File: src/sv/keypad_scan_debounce_core_defines.svh
// shared assertion macros
`ifndef KEYPAD_SCAN_DEBOUNCE_CORE_DEFINES_SVH
`define KEYPAD_SCAN_DEBOUNCE_CORE_DEFINES_SVH

// same-cycle implication
`define KPSD_ASSERT_SAME(label, clk, rst, ante, cons, msg) \
   label: assert property (@(posedge clk) disable iff (rst) (ante) |-> (cons)) \
      else $error(msg);

// next-cycle implication
`define KPSD_ASSERT_NEXT(label, clk, rst, ante, cons, msg) \
   label: assert property (@(posedge clk) disable iff (rst) (ante) |=> (cons)) \
      else $error(msg);

`endif

File: src/sv/kpsd_pkg.sv
package kpsd_pkg;

   localparam int unsigned RowWidth      = 4;
   localparam int unsigned KeyWidth      = 16;
   localparam int unsigned DriveWidth    = 8;
   localparam int unsigned CountWidth    = 8;
   localparam int unsigned IdleWidth     = 16;
   localparam int unsigned ColIdxWidth   = 2;
   localparam int unsigned ReqDataWidth  = 24;
   localparam int unsigned RspDataWidth  = 32;

   localparam logic [CountWidth-1:0]  PressReset   = 8'd20;
   localparam logic [CountWidth-1:0]  PressRestart = 8'd10;
   localparam logic [CountWidth-1:0]  PressCapture = 8'd9;
   localparam logic [CountWidth-1:0]  ReleaseLoad  = 8'd20;
   localparam logic [DriveWidth-1:0]  FirstColBit  = 8'h80;
   localparam logic [IdleWidth-1:0]   LockDelayReset = 16'd500;
   localparam logic [ColIdxWidth-1:0] LastCol      = 2'd3;

   typedef enum logic {
      MODE_SCAN = 1'b0,
      MODE_READ = 1'b1
   } mode_type;

   typedef struct packed {
      mode_type              mode;
      logic [RowWidth-1:0]   row_sample;
      logic [KeyWidth-1:0]   key_mask;
   } req_item_type;

   typedef struct packed {
      logic [DriveWidth-1:0] column_drive;
      logic [KeyWidth-1:0]   key_bits;
      logic                  lock_flag;
      logic                  read_ready;
   } rsp_item_type;

   function automatic logic [DriveWidth-1:0] col_drive(input logic [ColIdxWidth-1:0] idx);
      col_drive = ~(FirstColBit >> idx);
   endfunction

endpackage

File: src/sv/keypad_scan_debounce_core.sv
// channel   direction  fields, lowest bit first
// req       in         tdata: row_sample[3:0] key_mask[19:4]; tuser: mode
// rsp       out        tdata: column_drive[7:0] key_bits[23:8] lock_flag[24] read_ready[25]
// csr       in         wdata: lock_delay
//
// one transaction per cycle unless rsp stalls; req reaches rsp through the input and output registers
// the debounce state loop closes through the combinational scan core update
// synchronous active-high reset; state is ready the cycle after reset drops
// a stalled rsp holds its register and stops req only once the input register is full
module keypad_scan_debounce_core (
   input  logic                                  clock,
   input  logic                                  reset,
   input  logic                                  req_tvalid,
   output logic                                  req_tready,
   input  logic [kpsd_pkg::ReqDataWidth-1:0]     req_tdata,  // row_sample, key_mask
   input  logic                                  req_tuser,  // mode
   output logic                                  rsp_tvalid,
   input  logic                                  rsp_tready,
   output logic [kpsd_pkg::RspDataWidth-1:0]     rsp_tdata,  // column_drive, key_bits, lock_flag, read_ready
   input  logic                                  csr_we,
   input  logic [kpsd_pkg::IdleWidth-1:0]        csr_wdata
);
   import kpsd_pkg::*;

   logic         item_valid;
   req_item_type item;
   rsp_item_type result;
   logic         out_ready;
   logic         fire;

   assign fire = item_valid && out_ready;

   kpsd_in_reg u_in_reg (
      .clock      (clock),
      .reset      (reset),
      .req_tvalid (req_tvalid),
      .req_tready (req_tready),
      .req_tdata  (req_tdata),
      .req_tuser  (req_tuser),
      .take       (fire),
      .item_valid (item_valid),
      .item       (item)
   );

   kpsd_scan_core u_scan_core (
      .clock     (clock),
      .reset     (reset),
      .csr_we    (csr_we),
      .csr_wdata (csr_wdata),
      .fire      (fire),
      .item      (item),
      .result    (result)
   );

   kpsd_out_reg u_out_reg (
      .clock      (clock),
      .reset      (reset),
      .load       (fire),
      .result     (result),
      .out_ready  (out_ready),
      .rsp_tvalid (rsp_tvalid),
      .rsp_tready (rsp_tready),
      .rsp_tdata  (rsp_tdata)
   );

endmodule

File: src/sv/kpsd_in_reg.sv
module kpsd_in_reg (
   input  logic                                  clock,
   input  logic                                  reset,
   input  logic                                  req_tvalid,
   output logic                                  req_tready,
   input  logic [kpsd_pkg::ReqDataWidth-1:0]     req_tdata,
   input  logic                                  req_tuser,
   input  logic                                  take,
   output logic                                  item_valid,
   output kpsd_pkg::req_item_type                item
);
   import kpsd_pkg::*;

   logic         valid_ff;
   logic         valid_in;
   req_item_type item_ff;
   req_item_type item_in;

   assign req_tready = !valid_ff || take;
   assign valid_in   = req_tready ? req_tvalid : valid_ff;

   always_comb begin
      item_in.mode       = mode_type'(req_tuser);
      item_in.row_sample = req_tdata[RowWidth-1:0];
      item_in.key_mask   = req_tdata[RowWidth+KeyWidth-1:RowWidth];
   end

   always_ff @(posedge clock) begin
      if (reset) begin
         valid_ff <= 1'b0;
      end else begin
         valid_ff <= valid_in;
      end
   end

   always_ff @(posedge clock) begin
      if (req_tready && req_tvalid) begin
         item_ff <= item_in;
      end
   end

   assign item_valid = valid_ff;
   assign item       = item_ff;

endmodule

File: src/sv/kpsd_scan_core.sv
`include "keypad_scan_debounce_core_defines.svh"

module kpsd_scan_core (
   input  logic                               clock,
   input  logic                               reset,
   input  logic                               csr_we,
   input  logic [kpsd_pkg::IdleWidth-1:0]     csr_wdata,
   input  logic                               fire,
   input  kpsd_pkg::req_item_type             item,
   output kpsd_pkg::rsp_item_type             result
);
   import kpsd_pkg::*;

   logic [IdleWidth-1:0]   lock_delay_ff;
   logic [KeyWidth-1:0]    scan_bits_ff, scan_bits_in;
   logic [ColIdxWidth-1:0] column_index_ff, column_index_in;
   logic [KeyWidth-1:0]    candidate_key_ff, candidate_key_in;
   logic [CountWidth-1:0]  press_count_ff, press_count_in;
   logic [CountWidth-1:0]  release_count_ff, release_count_in;
   logic [KeyWidth-1:0]    key_state_ff, key_state_in;
   logic [IdleWidth-1:0]   idle_scans_ff, idle_scans_in;
   logic                   locked_ff, locked_in;

   logic [KeyWidth-1:0]    scan_word;
   logic [KeyWidth-1:0]    pressed;
   logic                   ready;
   logic [CountWidth-1:0]  press_dec;
   logic [IdleWidth-1:0]   idle_mid;

   assign scan_word = {scan_bits_ff[KeyWidth-RowWidth-1:0], ~item.row_sample};
   assign pressed   = key_state_ff & item.key_mask;
   assign ready     = locked_ff || (pressed != '0);
   assign press_dec = press_count_ff - CountWidth'(1);

   always_comb begin
      scan_bits_in     = scan_bits_ff;
      column_index_in  = column_index_ff;
      candidate_key_in = candidate_key_ff;
      press_count_in   = press_count_ff;
      release_count_in = release_count_ff;
      key_state_in     = key_state_ff;
      idle_scans_in    = idle_scans_ff;
      locked_in        = locked_ff;
      idle_mid         = idle_scans_ff;

      if (item.mode == MODE_READ) begin
         if (ready) begin
            key_state_in = '0;
         end
      end else if (column_index_ff != LastCol) begin
         column_index_in = column_index_ff + ColIdxWidth'(1);
         scan_bits_in    = scan_word;
      end else begin
         column_index_in = '0;
         scan_bits_in    = '0;
         if (scan_word == '0) begin
            press_count_in   = PressRestart;
            release_count_in = '0;
         end else begin
            if (locked_ff) begin
               idle_mid = lock_delay_ff;
            end
            if (release_count_ff != '0) begin
               release_count_in = release_count_ff - CountWidth'(1);
            end else begin
               press_count_in = press_dec;
               priority if (press_dec == PressCapture) begin
                  candidate_key_in = scan_word;
               end else if (scan_word != candidate_key_ff) begin
                  press_count_in   = PressRestart;
                  release_count_in = '0;
               end else if (press_dec == '0) begin
                  key_state_in     = scan_word;
                  idle_mid         = '0;
                  release_count_in = ReleaseLoad;
               end else begin
                  // still counting down on a steady scan
                  press_count_in = press_dec;
               end
            end
         end
         if (idle_mid >= lock_delay_ff) begin
            locked_in     = 1'b1;
            idle_scans_in = idle_mid;
         end else begin
            locked_in     = 1'b0;
            idle_scans_in = idle_mid + IdleWidth'(1);
         end
      end
   end

   always_comb begin
      result.column_drive = col_drive(column_index_in);
      result.lock_flag    = locked_in;
      if (item.mode == MODE_READ) begin
         result.key_bits   = pressed;
         result.read_ready = ready;
      end else begin
         result.key_bits   = key_state_in;
         result.read_ready = 1'b0;
      end
   end

   always_ff @(posedge clock) begin
      if (reset) begin
         lock_delay_ff    <= LockDelayReset;
         scan_bits_ff     <= '0;
         column_index_ff  <= '0;
         candidate_key_ff <= '0;
         press_count_ff   <= PressReset;
         release_count_ff <= '0;
         key_state_ff     <= '0;
         idle_scans_ff    <= '0;
         locked_ff        <= 1'b0;
      end else begin
         if (csr_we) begin
            lock_delay_ff <= csr_wdata;
         end
         if (fire) begin
            scan_bits_ff     <= scan_bits_in;
            column_index_ff  <= column_index_in;
            candidate_key_ff <= candidate_key_in;
            press_count_ff   <= press_count_in;
            release_count_ff <= release_count_in;
            key_state_ff     <= key_state_in;
            idle_scans_ff    <= idle_scans_in;
            locked_ff        <= locked_in;
         end
      end
   end

   `KPSD_ASSERT_NEXT(a_read_holds_column, clock, reset, fire && item.mode == MODE_READ, $stable(column_index_ff), "read transaction moved the column")
   `KPSD_ASSERT_NEXT(a_scan_end_clears, clock, reset, fire && item.mode == MODE_SCAN && column_index_ff == LastCol, scan_bits_ff == '0 && column_index_ff == '0, "scan word not cleared at end of scan")
   `KPSD_ASSERT_NEXT(a_ready_clears_keys, clock, reset, fire && item.mode == MODE_READ && ready, key_state_ff == '0, "ready read did not clear key state")
   `KPSD_ASSERT_NEXT(a_lock_tracks_idle, clock, reset, fire && item.mode == MODE_SCAN && column_index_ff == LastCol && !csr_we, !locked_ff || idle_scans_ff >= lock_delay_ff, "lock set below idle threshold")

endmodule

File: src/sv/kpsd_out_reg.sv
module kpsd_out_reg (
   input  logic                                  clock,
   input  logic                                  reset,
   input  logic                                  load,
   input  kpsd_pkg::rsp_item_type                result,
   output logic                                  out_ready,
   output logic                                  rsp_tvalid,
   input  logic                                  rsp_tready,
   output logic [kpsd_pkg::RspDataWidth-1:0]     rsp_tdata
);
   import kpsd_pkg::*;

   logic         valid_ff;
   logic         valid_in;
   rsp_item_type data_ff;

   assign out_ready = !valid_ff || rsp_tready;
   assign valid_in  = load || (valid_ff && !rsp_tready);

   always_ff @(posedge clock) begin
      if (reset) begin
         valid_ff <= 1'b0;
      end else begin
         valid_ff <= valid_in;
      end
   end

   always_ff @(posedge clock) begin
      if (load) begin
         data_ff <= result;
      end
   end

   assign rsp_tvalid = valid_ff;
   assign rsp_tdata  = {6'b0, data_ff.read_ready, data_ff.lock_flag,
                        data_ff.key_bits, data_ff.column_drive};

endmodule
File: config.mk
export PLATFORM = sky130hd
export DESIGN_NAME = keypad_scan_debounce_core
export DESIGN_NICKNAME = d
export VERILOG_FILES = /design/src/sv/kpsd_pkg.sv /design/src/sv/keypad_scan_debounce_core.sv /design/src/sv/kpsd_in_reg.sv /design/src/sv/kpsd_scan_core.sv /design/src/sv/kpsd_out_reg.sv
export VERILOG_INCLUDE_DIRS = /design/src /design/src/sv
export SDC_FILE = /design/constraint.sdc
export NUM_CORES = 1
export LEC_CHECK = 0
export ABC_CLOCK_PERIOD_IN_PS = 6400
export BUFFER_PORTS_ARGS = -buffer_cell sky130_fd_sc_hd__buf_2
export CAP_MARGIN = 20
export CORE_MARGIN = 2
export CORE_UTILIZATION = 48
export CTS_CLUSTER_SIZE = 12
export DETAILED_ROUTE_END_ITERATION = 10
export PLACE_DENSITY = 0.74
export SETUP_SLACK_MARGIN = 0.3
export SLEW_MARGIN = 25
export SYNTH_ARGS = -nofsm -noshare
export SYNTH_HDL_FRONTEND = slang
export SYNTH_HIERARCHICAL = 1
export SYNTH_SLANG_ARGS = --single-unit
File: constraint.sdc
create_clock -name clock -period 6.4 [get_ports clock]
set_input_delay 0.96 -clock clock [delete_from_list [all_inputs] [get_ports clock]]
set_output_delay 0.96 -clock clock [all_outputs]
set_load 0.01 [all_outputs]
Word-level counts from Yosys, hierarchy flattened
Index checks and enable logic that the tools add are counted.
{ "word_totals": {"ff_bits": 144, "in_bits": 46, "output_inout_bits": 34, "wordCells": 89} }
{ "classes": {"add_sub_neg": 4, "magnitude_cmp": 1, "eq_ne": 5, "n_shift": 1, "mux": 33, "bitwise_logic": 7, "n_reduce_logical": 20} }
{ "ops": {"columns": ["cell", "n"], "rows": [
  ["$mux 16", 18],
  ["$mux 8", 9],
  ["$add 16x1->16 const B", 1],
  ["$and 16x16->16", 1],
  ["$ge 16x16->1", 1],
  ["$logic_not 16->1", 1],
  ["$ne 16x16->1", 1],
  ["$reduce_bool 16->1", 1],
  ["$sub 8x1->8 const B", 2],
  ["$mux 12", 1],
  ["$eq 8x4->1 const B", 1],
  ["$logic_not 8->1", 1],
  ["$not 8->8", 1],
  ["$reduce_bool 8->1", 1],
  ["$shr 8x2->8 const A", 1],
  ["$reduce_and 6->1", 1],
  ["$reduce_and 5->1", 1],
  ["$logic_or 1x1->1", 4],
  ["$mux 2", 2],
  ["$not 1->1", 4],
  ["$not 4->4", 1],
  ["$reduce_and 4->1", 1],
  ["$reduce_bool 4->1", 1],
  ["$logic_and 1x1->1", 3],
  ["other kinds (8)", 12]
]} }

Logic depth before layout (Yosys ltp)
Gate-level depths: netlist (run 1).
{ "logic_depth": {"word_depth": 13, "mapped_depth": 19, "mapped_depth_nobuf": 18} }

Cells and area by module
The synthesis (run 1) kept the hierarchy.
{ "modules_own_cells": {"columns": ["mod", "instances", "cells_per_inst", "area_each_um2", "seq_area_each_um2"], "rows": [
  ["kpsd_scan_core", 1, 713, 5592.9, 1901.8],
  ["kpsd_out_reg", 1, 37, 875.8, 800.8],
  ["kpsd_in_reg", 1, 26, 685.7, 650.6],
  ["keypad_scan_debounce_core", 1, 1, 6.3, 0.0]
]} }

Worst setup path after synthesis (run 1)
OpenSTA, ideal clock, no wires.
{ "synth_path": {"path_kind": "register to register", "startpoint": "register u_scan_core.release_count_ff[0]", "endpoint": "register u_scan_core.idle_scans_ff[8]", "setup_time_ns": 0.122, "t_arrival_ns": 4.708, "t_required_ns": 6.278, "path_slack_ns": 1.570, "stages_incl_launch_ff": 19, "n_path_buf": 1, "synth_period_minus_slack_ns": 4.830, "cell_sequence": "dfxtp_1 > inv_1 > ha_1 > or4b_2 > nor4_1 > and4_1 > a21oi_1 > or2_2 > clkbuf_1 > a22o_1 > ha_1 > a211oi_1 > and3_1 > o21ai_0 > a21oi_1 > nand3_1 > a2111oi_4 > nor3b_1 > a311o_1"} }
{ "synth_via": {"elab_chain_cells": 7, "elab_cells_between_ends": 8, "cone_classes": "add/sub (1); order compare (1); mux (5); reduce/logical (1)"} }
{ "synth_lines": {"columns": ["element", "line", "text"], "rows": [
  ["start: declaration", "kpsd_scan_core.sv:19", "logic [CountWidth-1:0] release_count_ff, release_count_in;"],
  ["start signal: assignment", "kpsd_scan_core.sv:124", "release_count_ff <= release_count_in;"],
  ["$reduce_bool 8->1 (*)", "kpsd_scan_core.sv:63", "if (release_count_ff != '0) begin"],
  ["$mux 16 (*)", "kpsd_scan_core.sv:63", null],
  ["$mux 16 (*)", "kpsd_scan_core.sv:56", "if (scan_word == '0) begin"],
  ["$mux 16 (*)", "kpsd_scan_core.sv:50", "end else if (column_index_ff != LastCol) begin"],
  ["$mux 16 (*)", "kpsd_scan_core.sv:46", "if (item.mode == MODE_READ) begin"],
  ["$add 16x1->16 / $ge 16x16->1 (equally long branches)", "kpsd_scan_core.sv:87, kpsd_scan_core.sv:82", null],
  ["$mux 16 (*)", "kpsd_scan_core.sv:82", "if (idle_mid >= lock_delay_ff) begin"],
  ["end signal: assignment", "kpsd_scan_core.sv:126", "idle_scans_ff <= idle_scans_in;"],
  ["end: declaration", "kpsd_scan_core.sv:21", "logic [IdleWidth-1:0] idle_scans_ff, idle_scans_in;"]
]} }
Every way passes the cells marked *; elsewhere a longest branch is shown, timed or not. The select of a mux whose other input is x is not followed.
A chain may end at the register's enable or synchronous reset.

Final worst setup path (run 1)
{ "layout_path": {"startpoint": "register u_scan_core.release_count_ff[0]", "endpoint": "register u_scan_core.idle_scans_ff[14]"} }
Same word-level chain as after synthesis.

==> metrics.txt, run 1 <==
# TYPE chip_impl_metric gauge
chip_impl_info{name="critPathTopFamily",value="simple AND/OR/NAND/NOR gates"} 1
chip_impl_metric{name="cap_viol_max_count",unit=""} 0
chip_impl_metric{name="placement.setup.worst_slack",unit="ps"} 1250
chip_impl_metric{name="drcViolationCount",unit=""} 0
chip_impl_metric{name="required",unit="ps"} 6700
chip_impl_metric{name="synth_cell_types",unit=""} 69
chip_impl_metric{name="timing.fmax",unit="MHz"} 192
chip_impl_info{name="worstPathCellList",value="inv_1, ha_1, or4b_2, nor4_1, and4_1, a21oi_1, or2_2, a22o_1, ha_1, a211oi_1, and3_1, o21ai_0, a21oi_1, nand3_1, a2111oi_4, a31oi_1, a211o_1"} 1
chip_impl_metric{name="placed_cell_count",unit=""} 1000
chip_impl_metric{name="detailedRoute.firstPassIterationCount",unit=""} 5
chip_impl_info{name="rsz0062_at_grt",value="no"} 1
chip_impl_metric{name="finalClockSkew",unit="ps"} 7.28
chip_impl_metric{name="grtUsageMet1",unit="%"} 28.2
chip_impl_metric{name="tns",unit="ps"} 0
chip_impl_metric{name="worst_slew_pin_slew",unit="ps"} 966
chip_impl_metric{name="postSynthCellCount",unit=""} 777
chip_impl_metric{name="fp.coreArea",unit="um2"} 14500
chip_impl_metric{name="drt_initial_violations",unit=""} 475
chip_impl_metric{name="finish.instance_area",unit="um2"} 8240
chip_impl_metric{name="antenna_violating_nets_left",unit=""} 0
chip_impl_metric{name="routed_via_density",unit=""} 5.77
chip_impl_metric{name="powerDensity",unit="nW/um2"} 260
chip_impl_metric{name="cts_post_setup_buffers_inserted",unit=""} 0
chip_impl_info{name="mostFrequentLayoutCells",value="sky130_fd_sc_hd__dfxtp_1 (97), sky130_fd_sc_hd__nor2_1 (91), sky130_fd_sc_hd__nand2_1 (86)"} 1
chip_impl_metric{name="synthToLayoutAreaGrowth",unit="%"} 15.1
chip_impl_metric{name="die_area",unit="um2"} 15900
chip_impl_metric{name="finalNonFillerCells",unit=""} 1032
chip_impl_metric{name="clk_latency",unit="ps"} 410
chip_impl_metric{name="clk_pin_slew",unit="ps"} 60
chip_impl_metric{name="number_of_core_rows",unit=""} 44
chip_impl_metric{name="first_pass_grt_wire_length",unit="mm"} 27.2
chip_impl_metric{name="first_global_vias",unit=""} 5492
chip_impl_metric{name="global_route.usage.total",unit="%"} 21.0
chip_impl_info{name="crit_path_end_kind",value="flip-flop"} 1
chip_impl_metric{name="synth_sequential_area_ratio",unit="%"} 46.8
chip_impl_metric{name="maximum_number_of_pins_on_one_net_before_global_route_repair",unit=""} 75
chip_impl_metric{name="timing.critical_path.fanout_max",unit=""} 8
chip_impl_metric{name="ios",unit=""} 80
chip_impl_metric{name="fin_crit",unit="ps"} 5200
chip_impl_metric{name="grt_antenna_before_repair",unit=""} 0
chip_impl_metric{name="routed_wl",unit="mm"} 16.4
chip_impl_metric{name="post_cts.resized_instances",unit=""} 0
chip_impl_metric{name="wire_length_per_cell_after_detailed_routing",unit="um"} 15.9
chip_impl_metric{name="routabilityCongestion",unit=""} 0.886
chip_impl_metric{name="detailed_place_hpwl",unit="mm"} 11.2
chip_impl_metric{name="finish.utilization",unit="%"} 56.7
chip_impl_metric{name="tritoncts_num_sinks",unit=""} 144
chip_impl_metric{name="num_vias",unit=""} 5950
chip_impl_metric{name="antennaDiodeCount",unit=""} 0
chip_impl_info{name="yosys-top-cells-area",value="sky130_fd_sc_hd__dfxtp_1 (27%), sky130_fd_sc_hd__edfxtp_1 (20%), sky130_fd_sc_hd__nor2_1 (4.8%)"} 1
chip_impl_metric{name="fillCellCount",unit=""} 1303
chip_impl_metric{name="fp.dieH",unit="um"} 126
chip_impl_metric{name="cts.path.max_buffers",unit=""} 2
chip_impl_metric{name="async_flop_share",unit="%"} 0
chip_impl_metric{name="postPlaceCellArea",unit="um2"} 7610
chip_impl_info{name="leading_cell_type_in_the_layout_fill_and_taps_excluded",value="sky130_fd_sc_hd__dfxtp_1"} 1
chip_impl_info{name="worst_min_delay_path_category",value="flip-flop to flip-flop"} 1
chip_impl_metric{name="drive_gt1_share",unit="%"} 15.6
chip_impl_metric{name="placement.io_buffers",unit=""} 69
chip_impl_metric{name="initial_core_util",unit="%"} 49.3
chip_impl_info{name="critical_path.slowest_cell",value="sky130_fd_sc_hd__or4b_2"} 1
chip_impl_info{name="cts-root-buf",value="sky130_fd_sc_hd__clkbuf_16"} 1
chip_impl_metric{name="yosysWarningCount",unit=""} 6
chip_impl_metric{name="synth_top_area_share",unit="%"} 27.1
chip_impl_metric{name="total_power",unit="mW"} 2.15
chip_impl_info{name="yosys_most_used_dff",value="sky130_fd_sc_hd__dfxtp_1"} 1
chip_impl_info{name="grt_most_used_layer",value="met2"} 1
chip_impl_metric{name="finalHoldWorstSlack",unit="ps"} 466
chip_impl_info{name="start_kind",value="flip-flop"} 1
chip_impl_metric{name="post_synth.cell_area_avg",unit="um2"} 9.22
chip_impl_metric{name="final.period_utilization",unit="%"} 81.2
chip_impl_metric{name="cts_inserted_buffers",unit=""} 17
chip_impl_metric{name="multi_input_comb_area",unit="um2"} 3500
chip_impl_metric{name="critical_path_buf_inv_count",unit=""} 1
chip_impl_metric{name="edff_count_synth",unit=""} 47
chip_impl_metric{name="power_leakage",unit="nW"} 3.38
chip_impl_metric{name="fp.dieW",unit="um"} 126
chip_impl_metric{name="cts_hold_buffers",unit=""} 0
chip_impl_metric{name="ys_ff_latch",unit=""} 144
chip_impl_metric{name="setup_viol_count_final",unit=""} 0
chip_impl_metric{name="met2_global_route_usage",unit="%"} 33.6
chip_impl_info{name="result_of_the_run",value="finished clean"} 1
chip_impl_metric{name="grt-ovfl-total",unit=""} 0
chip_impl_metric{name="grt_util_met3",unit="%"} 5.01
chip_impl_metric{name="timing.critical_path.slowest_cell_delay",unit="ps"} 670
chip_impl_metric{name="cts_max_level",unit=""} 4
chip_impl_metric{name="crit_arrival",unit="ps"} 5500
chip_impl_info{name="worstSetupPathType",value="flip-flop to flip-flop"} 1
chip_impl_metric{name="synth_area",unit="um2"} 7160
chip_impl_info{name="cts_tree",value="built"} 1
chip_impl_metric{name="maxSlewViolCount",unit=""} 0
chip_impl_metric{name="slew_headroom",unit="%"} 35.6
chip_impl_metric{name="worst_ir_drop_vdd",unit="uV"} 207
chip_impl_metric{name="seq_area",unit="um2"} 3350
chip_impl_info{name="synth_top_cell_by_area",value="sky130_fd_sc_hd__dfxtp_1"} 1
chip_impl_metric{name="post-route-worst-setup-slack",unit="ps"} 1200
chip_impl_metric{name="hold_viol",unit=""} 0
chip_impl_metric{name="finish.net_count",unit=""} 903
[tightest hold or removal path: cells and delay by family, from the launching register on]
kind	cells	cell delay [ps]
DFF	1	310
AOI/OAI and AO/OA	1	50
and+or+nand+nor	1	50
[worst paths after layout]
check                                       start                               to  slack, ps  cells past startpoint
setup / recovery  u_scan_core/release_count_ff[0]    u_scan_core/idle_scans_ff[14]       1200                     17
hold reg to reg   u_scan_core/candidate_key_ff[5]  u_scan_core/candidate_key_ff[5]        470                      2
setup reg to reg  u_scan_core/release_count_ff[0]    u_scan_core/idle_scans_ff[14]       1200                     17
hold / removal    u_scan_core/candidate_key_ff[5]  u_scan_core/candidate_key_ff[5]        470                      2
[layout make-up]
| class | count | share of cell area (%) |
|---|---|---|
| Tap cell | 184 | 2.79 |
| Clock buffer | 19 | 5.37 |
| Clock inverter | 13 | 2.28 |
| Timing Repair Buffer | 78 | 5.01 |
| Sequential cell | 144 | 40.7 |
| Inverter | 32 | 1.46 |
| Multi-Input combinational cell | 562 | 42.4 |
[cells by family after synthesis]
kind of cell,synth area share (%)
other,0.105
AND/OR/NAND/NOR,21.3
AO/OA/AOI/OAI,17.6
adder cells (fa/ha/maj),3.84
XOR/XNOR,3.42
flip-flops,46.8
buffers and inverters,4.75
multiplexers,2.11
[report_power, final]
group / internal [mW] / switching, mW / total [mW]
clock: 0.664 / 0.379 / 1.04
combinational: 0.0407 / 0.0725 / 0.113
sequential: 0.972 / 0.0187 / 0.991
[synthesized netlist by cell type (all sizes together) (4+ instances only)]
cell / number
dfxtp: 97
nor4: 14
nand3b: 4
ha: 22
mux2i: 14
nand2: 86
or3: 8
and3: 18
nor3: 18
a31o: 4
nand4: 7
xor2: 15
a22o: 21
nor2b: 5
a21oi: 59
a221oi: 5
clkbuf: 31
and2: 7
a31oi: 8
a211oi: 8
a21o: 6
o211ai: 11
inv: 31
buf: 16
xnor2: 13
nor2: 91
or4: 6
a22oi: 12
nand3: 24
nand2b: 6
o21ai: 22
edfxtp: 47
[registers in the layout, summed over array words and instances (netlist names)]
signal                        cells
u_scan_core/lock_delay_ff        16
u_scan_core/idle_scans_ff        16
u_scan_core/key_state_ff         16
u_scan_core/scan_bits_ff         12
u_out_reg/rsp_tvalid              1
u_scan_core/release_count_ff      8
u_in_reg/item_valid               1
u_scan_core/locked_ff             1
u_scan_core/column_index_ff       2
u_in_reg/item                    21
u_scan_core/candidate_key_ff     16
u_scan_core/press_count_ff        8
u_out_reg/rsp_tdata              26
[layer usage]
metal,wire [um],part of all wire [%]
met3,1070,6.5
met4,256,1.6
met1,7410,45
met5,0,0
met2,7640,47
(Power assumes the default switching activity.)
==> inputs of run 2 (changes only) <==
Settings changed: ABC_CLOCK_PERIOD_IN_PS 6400 to 4800.
Clock period 6.4 ns to 4.8 ns, I/O delays scaled along.
==> metrics.txt, run 2 (same netlist as run 1, synthesis figures left out) <==
# TYPE chip_impl_metric gauge
chip_impl_info{name="worstPathCellList",value="or4_4, or4_1, and4_1, a21oi_2, ha_1, a21o_1, a31oi_1, o21ai_0, a21oi_2, nand3_2, a2111oi_4, buf_4, nor3b_1, a311o_1"} 1
chip_impl_metric{name="power_leakage",unit="nW"} 3.47
chip_impl_metric{name="finalClockSkew",unit="ps"} 12.4
chip_impl_info{name="leading_cell_type_in_the_layout_fill_and_taps_excluded",value="sky130_fd_sc_hd__dfxtp_1"} 1
chip_impl_metric{name="first_pass_grt_wire_length",unit="mm"} 27.4
chip_impl_metric{name="detailed_place_hpwl",unit="mm"} 11.5
chip_impl_metric{name="crit_arrival",unit="ps"} 4680
chip_impl_metric{name="drt_initial_violations",unit=""} 538
chip_impl_metric{name="min_delay_path_depth",unit=""} 2
chip_impl_metric{name="routed_wl",unit="mm"} 17.1
chip_impl_metric{name="routabilityCongestion",unit=""} 0.891
chip_impl_info{name="worst_r2r_endpoint",value="u_scan_core/idle_scans_ff[8]"} 1
chip_impl_metric{name="global_route.usage.total",unit="%"} 21.2
chip_impl_metric{name="finish.instance_area",unit="um2"} 8430
chip_impl_info{name="crit_top_cell",value="sky130_fd_sc_hd__a21oi_2"} 1
chip_impl_info{name="mostFrequentLayoutCells",value="sky130_fd_sc_hd__dfxtp_1 (97), sky130_fd_sc_hd__nor2_1 (91), sky130_fd_sc_hd__nand2_1 (86)"} 1
chip_impl_info{name="cts_tree",value="built"} 1
chip_impl_metric{name="die_area",unit="um2"} 15900
chip_impl_info{name="min-delay-start",value="u_scan_core/candidate_key_ff[13]"} 1
chip_impl_info{name="whs_endpoint",value="u_scan_core/candidate_key_ff[13]"} 1
chip_impl_metric{name="maxSlewViolCount",unit=""} 0
chip_impl_metric{name="fp.dieW",unit="um"} 126
chip_impl_metric{name="worst_slew_pin_slew",unit="ps"} 920
chip_impl_metric{name="cts_inserted_buffers",unit=""} 17
chip_impl_metric{name="largest_register_ffs",unit=""} 26
chip_impl_info{name="worst_min_delay_path_category",value="flip-flop to flip-flop"} 1
chip_impl_metric{name="finish.net_count",unit=""} 921
chip_impl_metric{name="final.period_utilization",unit="%"} 91.0
chip_impl_metric{name="worst_ir_drop_vdd",unit="uV"} 247
chip_impl_metric{name="timing.critical_path.fanout_max",unit=""} 7
chip_impl_metric{name="fp.coreArea",unit="um2"} 14500
chip_impl_info{name="worst_r2r_startpoint",value="u_scan_core/scan_bits_ff[0]"} 1
chip_impl_metric{name="antennaDiodeCount",unit=""} 0
chip_impl_info{name="crit_path_end_kind",value="flip-flop"} 1
chip_impl_metric{name="hold_viol",unit=""} 0
chip_impl_metric{name="postPlaceCellArea",unit="um2"} 7700
chip_impl_metric{name="critical_path_buf_inv_count",unit=""} 1
chip_impl_metric{name="drive_gt1_share",unit="%"} 18.6
chip_impl_metric{name="clk_latency",unit="ps"} 430
chip_impl_metric{name="slew_headroom",unit="%"} 38.7
chip_impl_metric{name="grt-ovfl-total",unit=""} 0
chip_impl_metric{name="routed_via_density",unit=""} 5.79
chip_impl_metric{name="cap_viol_max_count",unit=""} 0
chip_impl_metric{name="grt_antenna_before_repair",unit=""} 0
chip_impl_metric{name="finalNonFillerCells",unit=""} 1050
chip_impl_metric{name="cts_hold_buffers",unit=""} 0
chip_impl_metric{name="reg2reg_depth",unit=""} 14
chip_impl_metric{name="tns",unit="ps"} 0
chip_impl_metric{name="num_vias",unit=""} 6081
chip_impl_metric{name="seq_area",unit="um2"} 3350
chip_impl_metric{name="initial_core_util",unit="%"} 49.3
chip_impl_metric{name="number_of_core_rows",unit=""} 44
chip_impl_metric{name="setup_viol_count_final",unit=""} 0
chip_impl_metric{name="clk_pin_slew",unit="ps"} 60
chip_impl_metric{name="tritoncts_num_sinks",unit=""} 144
chip_impl_metric{name="detailedRoute.firstPassIterationCount",unit=""} 5
chip_impl_metric{name="drcViolationCount",unit=""} 0
chip_impl_metric{name="required",unit="ps"} 5110
chip_impl_info{name="start_kind",value="flip-flop"} 1
chip_impl_info{name="result_of_the_run",value="finished clean"} 1
chip_impl_metric{name="timing.critical_path.slowest_cell_delay",unit="ps"} 630
chip_impl_metric{name="timing.fmax",unit="MHz"} 229
chip_impl_metric{name="antenna_violating_nets_left",unit=""} 0
chip_impl_metric{name="placement.io_buffers",unit=""} 69
chip_impl_metric{name="multi_input_comb_area",unit="um2"} 3590
chip_impl_metric{name="fp.dieH",unit="um"} 126
chip_impl_metric{name="ios",unit=""} 80
chip_impl_metric{name="synthToLayoutAreaGrowth",unit="%"} 17.8
chip_impl_metric{name="maximum_number_of_pins_on_one_net_before_global_route_repair",unit=""} 76
chip_impl_info{name="worstSetupPathType",value="flip-flop to flip-flop"} 1
chip_impl_metric{name="powerDensity",unit="nW/um2"} 328
chip_impl_metric{name="cts_max_level",unit=""} 4
chip_impl_metric{name="cts.path.max_buffers",unit=""} 2
chip_impl_metric{name="placed_cell_count",unit=""} 1008
chip_impl_metric{name="fillCellCount",unit=""} 1269
chip_impl_info{name="rsz0062_at_grt",value="no"} 1
chip_impl_info{name="critical_path.slowest_cell",value="sky130_fd_sc_hd__or4_4"} 1
chip_impl_info{name="critPathTopFamily",value="simple AND/OR/NAND/NOR gates"} 1
chip_impl_metric{name="wire_length_per_cell_after_detailed_routing",unit="um"} 16.2
chip_impl_info{name="cts-root-buf",value="sky130_fd_sc_hd__clkbuf_16"} 1
chip_impl_metric{name="first_global_vias",unit=""} 5563
chip_impl_metric{name="fin_crit",unit="ps"} 4370
chip_impl_metric{name="worst-r2r-setup-slack",unit="ps"} 430
==> run 2: cell count changes in the layout (fill, tap and decap cells not counted), moves of 2 or more <==
| cell | before | now |
|---|---|---|
| sky130_fd_sc_hd__buf_4 | 9 | 27 |
| sky130_fd_sc_hd__bufinv_16 | 4 | 0 |
| sky130_fd_sc_hd__inv_6 | 1 | 5 |
| sky130_fd_sc_hd__a21oi_1 | 56 | 54 |
| sky130_fd_sc_hd__a21oi_2 | 3 | 5 |
| sky130_fd_sc_hd__clkbuf_16 | 17 | 19 |
| sky130_fd_sc_hd__clkinv_2 | 2 | 0 |
| sky130_fd_sc_hd__ha_1 | 22 | 20 |
| sky130_fd_sc_hd__ha_4 | 0 | 2 |
| sky130_fd_sc_hd__nor4_1 | 12 | 10 |
==> run 2: through the flow <==
| step | setup WS [ps] | hold WS [ps] | util (%) | power [mW] |
|---|---|---|---|---|
| floorplan | 415 | 447 | - | 1.44 |
| global placement | 322 | 454 | 53.0 | 1.50 |
| detailed placement | 211 | 460 | 53.0 | 1.50 |
| CTS | 359 | 456 | 57.3 | 2.79 |
| global route | 245 | 454 | 58.0 | 2.86 |
| finish | 431 | 466 | 58.0 | 2.77 |
==> run 2: worst reg2reg max path, delay by kind of cell, from the launching register on <==
family	cells	cell delay (ps)
and+or+nand+nor	5	1720
AOI/OAI and AO/OA	7	1640
DFF	1	420
adders and majority gates	1	290
buffers and inverters	1	200
==> run 2: what timing repair did <==
item	in CTS	in global routing
gates resized for setup	3	8
buffers inserted	3	7
endpoints found under the setup margin	7	7
pin swaps	4	10
==> run 2: area by class of cell <==
type                            instances  area share [%]
Clock buffer                           21            5.96
Clock inverter                         11            1.05
Inverter                               32            1.42
Multi-Input combinational cell        562            42.6
Sequential cell                       144            39.8
Tap cell                              184            2.73
Timing Repair Buffer                   96            6.50
==> run 2: worst max path at each step <==
stage / from / to / slack [ps] / cells past startpoint
after global routing: u_scan_core/release_count_ff[0] / u_scan_core/idle_scans_ff[8] / 240 / 18
after global placement: u_scan_core/release_count_ff[0] / u_scan_core/idle_scans_ff[13] / 320 / 17
after detailed placement: u_scan_core/release_count_ff[0] / u_scan_core/idle_scans_ff[13] / 210 / 17
final: u_scan_core/scan_bits_ff[0] / u_scan_core/idle_scans_ff[8] / 430 / 14
after CTS: u_scan_core/release_count_ff[0] / u_scan_core/idle_scans_ff[13] / 360 / 15
after floorplan: u_scan_core/release_count_ff[0] / u_scan_core/idle_scans_ff[13] / 410 / 18
==> run 2: routing by layer <==
metal / GRT usage [%] / up-vias / wire, um / share of wire, %
li1: - / 2959 / - / -
met1: 27.2 / 2870 / 7560 / 44
met2: 35.0 / 217 / 8080 / 47
met3: 4.25 / 35 / 980 / 5.7
met4: 8.99 / 0 / 432 / 2.5
met5: 0 / - / 0 / 0
==> run 2: report_power, final <==
group          switching [mW]  leakage, nW  internal, mW
combinational          0.0985         1.95        0.0568
clock                   0.531        0.285         0.759
sequential             0.0285         1.23          1.30
total                   0.658         3.47          2.11
